## src/sv/ede_pkg.sv

```systemverilog
// Shared types and codes for the edit distance engine.
`default_nettype none

package ede_pkg;

    typedef enum logic [1:0] {
        ACT_START  = 2'd0,
        ACT_APPEND = 2'd1,
        ACT_STEP   = 2'd2,
        ACT_FINISH = 2'd3
    } action_t;

    localparam int SYM_W  = 8;
    localparam int DIST_W = 7;
    localparam int IN_TDATA_W  = 16;
    localparam int OUT_TDATA_W = 8;

    typedef struct packed {
        logic             valid;
        logic [SYM_W-1:0] sym;
    } wave_ctl_t;

endpackage

`default_nettype wire

```

## src/sv/ede_cell.sv

```systemverilog
// One cell of the edit distance chain: a reference byte and one entry of the row.
`default_nettype none

module ede_cell
    import ede_pkg::*;
#(
    parameter int DW = 7,
    parameter int J  = 1
) (
    input  wire logic                aclk,
    input  wire logic                aresetn,
    input  wire logic                clear,
    input  wire logic                load,
    input  wire logic [SYM_W-1:0]    load_sym,
    input  wire wave_ctl_t           in_ctl,
    input  wire logic [DW-1:0]       in_left,
    input  wire logic [DW-1:0]       in_diag,
    output wave_ctl_t                out_ctl,
    output logic [DW-1:0]            out_left,
    output logic [DW-1:0]            out_diag
);

    logic             has_ref_reg;
    logic [SYM_W-1:0] ref_reg;
    logic [DW-1:0]    dp_reg;
    logic [DW-1:0]    dp_next;
    logic             out_valid_reg;
    logic [SYM_W-1:0] out_sym_reg;
    logic [DW-1:0]    out_left_reg;
    logic [DW-1:0]    out_diag_reg;

    logic [DW:0] up_inc;
    logic [DW:0] left_inc;
    logic [DW:0] diag_cost;
    logic [DW:0] min_ab;
    logic [DW:0] min_all;

    always_comb begin
        up_inc    = {1'b0, dp_reg} + (DW+1)'(1);
        left_inc  = {1'b0, in_left} + (DW+1)'(1);
        diag_cost = {1'b0, in_diag} + (DW+1)'(ref_reg != in_ctl.sym);
        min_ab    = (up_inc < left_inc) ? up_inc : left_inc;
        min_all   = (min_ab < diag_cost) ? min_ab : diag_cost;
        dp_next   = min_all[DW-1:0];
    end

    always_ff @(posedge aclk) begin
        if (!aresetn) begin
            has_ref_reg   <= 1'b0;
            dp_reg        <= DW'(J);
            out_valid_reg <= 1'b0;
        end else begin
            out_valid_reg <= in_ctl.valid;
            if (clear) begin
                has_ref_reg <= 1'b0;
                dp_reg      <= DW'(J);
            end else if (load) begin
                has_ref_reg <= 1'b1;
            end else if (in_ctl.valid && has_ref_reg) begin
                dp_reg <= dp_next;
            end
        end
    end

    // Past the last reference byte the wave passes through unchanged, so the
    // end of the chain sees the row entry at the reference length.
    always_ff @(posedge aclk) begin
        if (load) begin
            ref_reg <= load_sym;
        end
        out_sym_reg <= in_ctl.sym;
        if (has_ref_reg) begin
            out_left_reg <= dp_next;
            out_diag_reg <= dp_reg;
        end else begin
            out_left_reg <= in_left;
            out_diag_reg <= in_diag;
        end
    end

    assign out_ctl  = {out_valid_reg, out_sym_reg};
    assign out_left = out_left_reg;
    assign out_diag = out_diag_reg;

endmodule

`default_nettype wire
```

## config.mk

```make
export PLATFORM = sky130hd
export DESIGN_NAME = ede_cell
export DESIGN_NICKNAME = d
export VERILOG_FILES = /design/src/sv/ede_pkg.sv /design/src/sv/ede_cell.sv
export SDC_FILE = /design/constraint.sdc
export NUM_CORES = 1
export LEC_CHECK = 0
export BUFFER_PORTS_ARGS = -buffer_cell sky130_fd_sc_hd__buf_4
export CAP_MARGIN = 20
export CORE_MARGIN = 4
export CORE_UTILIZATION = 40
export CTS_BUF_LIST = sky130_fd_sc_hd__clkbuf_8
export CTS_CLUSTER_DIAMETER = 120
export DETAILED_ROUTE_END_ITERATION = 6
export PLACE_DENSITY = 0.7
export REMOVE_ABC_BUFFERS = 1
export SYNTH_ARGS = -nofsm -noshare
export SYNTH_HDL_FRONTEND = slang
export SYNTH_SLANG_ARGS = --single-unit
export TNS_END_PERCENT = 20
```

## constraint.sdc

```tcl
create_clock -name aclk -period 4.83 [get_ports aclk]
set_input_delay 0.483 -clock aclk [delete_from_list [all_inputs] [get_ports aclk]]
set_output_delay 0.483 -clock aclk [all_outputs]
set_load 0.01 [all_outputs]
```

# Word-level counts from Yosys, hierarchy flattened
# Index checks and enable logic that the tools add are counted.
# Widths: inputs -> output; s select.
# totals
output_inout_bits	23
in_bits	35
reg_bits	39
# classes
bitwise	2
muxes	4
addsub	3
reduce_logical	3
magnitude_cmp	2
n_eq_ne	1
# op_table
op	n
$mux 7	3
$add 7x1->8 const B	2
$lt 8x8->1	2
$add 7x1->8	1
$mux 8	1
$ne 8x8->1	1
$not 1->1	2
$reduce_and 2->1	1
$reduce_or 2->1	1
$logic_and 1x1->1	1

# Depth between registers and ports, before layout
# logic_depth
ltp_word	6
ltp_mapped	23

# Worst setup path before layout
# OpenSTA, ideal clock, no wires.
# synth_timing
kind	input port to flip-flop
from	input port in_left[0]
to	register out_left_reg[6] (netlist: out_left[6])
path_slack_ns	1.007
setup_time_ns	0.121
path_buffers	2
arrival_time_ns	3.702
path_stages	20
path_cell_list	ha_1 -> nand3_1 -> xor2_1 -> ha_1 -> a211oi_1 -> nand2_1 -> a211o_1 -> and2_1 -> buf_4 -> mux2_4 -> inv_1 -> ha_1 -> nor2b_1 -> o21ai_0 -> o21ai_0 -> nor2_1 -> o31a_1 -> buf_6 -> mux2i_1 -> mux2_2
# synth_via
elab_chain_cells	6
# synth_lines
item	line	rtl
start: declaration	ede_cell.sv:16	input wire logic [DW-1:0] in_left,
$add 7x1->8 (*)	ede_cell.sv:40	left_inc = {1'b0, in_left} + (DW+1)'(1);
$lt 8x8->1	ede_cell.sv:42	min_ab = (up_inc < left_inc) ? up_inc : left_inc;
$mux 8 (*)	ede_cell.sv:42	
$lt 8x8->1	ede_cell.sv:43	min_all = (min_ab < diag_cost) ? min_ab : diag_cost;
$mux 7 (*)	ede_cell.sv:43	
$mux 7 (*)	ede_cell.sv:72	if (has_ref_reg) begin
end signal: assignment	ede_cell.sv:73	out_left_reg <= dp_next;
end signal: assignment	ede_cell.sv:76	out_left_reg <= in_left;
end: declaration	ede_cell.sv:29	logic [DW-1:0] out_left_reg;
# Mark *: on every way between the ends. The rest lies on a longest branch, timed or not.
# A chain may end at the register's enable or synchronous reset.

# Worst setup path after layout
# layout_timing
from	register dp_reg[0]
to	register dp_reg[0]
# layout_via
elab_chain_cells	5
# layout_lines
item	line	rtl
start: declaration	ede_cell.sv:25	logic [DW-1:0] dp_reg;
start signal: assignment	ede_cell.sv:50	dp_reg <= DW'(J);
start signal: assignment	ede_cell.sv:56	dp_reg <= DW'(J);
start signal: assignment	ede_cell.sv:60	dp_reg <= dp_next;
$add 7x1->8 (*)	ede_cell.sv:39	up_inc = {1'b0, dp_reg} + (DW+1)'(1);
$lt 8x8->1	ede_cell.sv:42	
$mux 8 (*)	ede_cell.sv:42	
$lt 8x8->1	ede_cell.sv:43	
$mux 7 (*)	ede_cell.sv:43	
# Marks and branches as above.

==> run summary <==
Worst hold margin = 298.3 ps
Placer Congestion = 0.8969
Synth-to-Final Area Change = 27.88%
Ports = 58
Reg-to-reg startpoint = dp_reg[0]
Library cells used by synthesis = 43
Async set-reset flop share out of synthesis = 0%
Combinational Power Share = 15.6%
Initial antenna violation count = 0
Delay-heaviest family, CP = compound AO/OA/AOI/OAI gates
Leakage = 1.307 nW
DRC violations left = 0
DR vias/cell = 4.896
Clk pin slew, worst setup/hold paths = 80 ps
Share of post-route cells with drive strength above 1 = 33.21%
Worst-path cell chain = ha_1 -> nand3_1 -> xor2_1 -> inv_1 -> ha_1 -> a211oi_1 -> nand2_1 -> a211o_1 -> and2_1 -> mux2_4 -> inv_1 -> ha_1 -> nor2b_1 -> o21ai_0 -> o21ai_0 -> nor2_1 -> o31a_2 -> mux2i_1 -> a22oi_1
Register area share after synthesis = 40.90%
Std cell rows = 26
Hold worst-path end = out_sym_reg[1]
First-pass GRT wire length = 7527 um
Vias in the first global route = 1,576
Top FF cell, synth = dfxtp_1
Initial core utilization = 41.21%
Max stage delay on crit path = 450 ps
Pin count of the biggest net entering global routing = 19
Min-Delay Path Depth = 1
Worst setup SP type = flop
Slowest library cell on the worst path = dfxtp_1
TritonCTS clock tree = done
Min-delay worst type = input pin to flop
Chip height = 80.54 um
Inserted Clock Buffers = 5
RSZ-0062 raised after global routing = no
Core area = 5107 sq um
CP arrival = 4480 ps
MaxCap Viol Count = 0
Cell Int Power = 0.5681 mW
H-tree depth = 2
Sw frac = 24.30%
Max Buffers Root-to-Sink = 2
Worst-Skew Late Latency = 300 ps
Commonest non-fill, non-tap cell in the layout = buf_4
Post-synth EDFFs = 8
Post-route minimum period = 4337 ps
GRT Util Overall = 15.31%
Yosys reg bits = 39
FF-to-FF path depth = 19
Most used cell, CP = ha_1
Critical path type = flop to flop
Setup TNS = 0 ps
Fin. Hold Viols = 0
Die W = 80.54 um
NetSw = 0.1823 mW
Via Count = 1,640
Worst EP required = 4970 ps
Pwr Density = 278.8 nW/um^2
Inserted Diodes = 0
Critical path endpoint category = flop
Clock Power Share = 36.5%
R2r setup slk = 490 ps
Crit path buf inv count = 2
Setup Skew = 7.711 ps
Routed wire length = 4846 um
RR Endpoint = dp_reg[0]
Register share of total power = 47.9%
Final Util = 52.69%
Status = completed
Post-Syn Instances = 207
Average cell area after synthesis = 10.17 sq um
Final Cycle Share = 89.80%
Die area = 6486 sq um
Slew Limit Fails = 0
Commonest non-fill, non-tap cells in the layout = 57 x buf_4, 31 x dfxtp_1, 17 x xor2_1, 17 x ha_1, 15 x inv_1
Worst vdd ir = 0.1234 mV
Number of port buffers = 57
Post-CTS setup buffers = 0
Tightest Pin Transition = 783.5 ps
Syn Std Cell Area = 2105 sq um
CTS sink cnt = 39
Dpl ws = 363.1 ps
Relative slew slack = 47.70%
Root buffer cell = clkbuf_8
Initial DRC Count = 74
Final net count = 316
Final antenna-violating net count = 0
Final setup margin = 492.8 ps
Grt ovf = 0
DR WL/cell = 14.47 um
YS warnings = 0
# fillers = 474
Crit Path Max Fanout = 7
Hold path startpoint = in_ctl[1]
Final setup viols = 0
Max Clk Rate = 230.6 MHz
HPWL after DPL = 3860 um
DRT Pass-1 Iters = 4
[per-stage QoR]
step | instances | power [mW] | instance area, sq um
floorplan | 200 | 0.4225 | 2062
global placement | 327 | 0.4822 | 2577
detailed placement | 327 | 0.4843 | 2577
CTS | 335 | 0.7564 | 2690
global route | 335 | 0.7832 | 2691
finish | 335 | 0.7504 | 2691
[power by group through the flow]
stage               logic (mW)  clock network, mW  registers [mW]
floorplan               0.0497                  0           0.373
detailed placement       0.117                  0           0.367
finish                   0.117              0.274           0.360
global route             0.127              0.293           0.362
global placement         0.115                  0           0.367
CTS                      0.118              0.279           0.360
[final cells by class]
class | instances | area [sq um] | area share, %
inverter | 15 | 56.30 | 2.092
timing repair buffer | 57 | 427.9 | 15.90
clock inverter | 3 | 43.79 | 1.627
multi-input combinational | 146 | 1146 | 42.58
tap | 70 | 87.58 | 3.254
clock buffer | 5 | 68.82 | 2.557
sequential | 39 | 860.8 | 31.99
[how the worst max path moves through the flow]
stage	start	endpoint	slack (ps)	depth (start not counted)
after floorplan	in_left[0]	out_left[5]	910	18
after global placement	in_left[0]	out_left[5]	390	19
after detailed placement	in_left[0]	out_left[5]	360	20
after CTS	dp_reg[0]	out_left[5]	380	19
after global routing	dp_reg[0]	out_left[0]	140	20
final	dp_reg[0]	dp_reg[0]	490	19
[logic make-up after synthesis]
kind of cell	after synthesis	synth area share, %
buffers and inverters	22	4.696
and+or+nand+nor	53	12.49
DFF	39	40.90
xor gates and xnor gates	22	9.156
muxes	24	12.84
adders and majority gates	17	10.11
AOI/OAI and AO/OA	30	9.810
[per-layer routing]
layer,part of all wire [%],track usage (%),up-vias
li1,-,-,842
met1,46,20.06,747
met2,46,23.76,47
met3,6.3,3.924,4
met4,1.5,6.419,0
met5,0,0,-
[cell usage after synthesis (5+ instances only)]
cell	count	area share, %
dfxtp_1	31	29
ha_1	17	10
xor2_1	17	7.1
inv_1	15	2.7
nand2_1	13	2.3
nor2_1	13	2.3
mux2_2	12	6.4
nand3_1	11	2.6
mux2i_1	9	4.3
edfxtp_1	8	11
a21oi_1	7	1.7
o21ai_0	7	1.7
xnor2_1	5	2.1
[repair_timing]
item	CTS	global route
resized for setup	0	1
hold buffers	0	0
setup endpoints to repair	0	2
No activity file was read; power rests on OpenSTA's default activity.
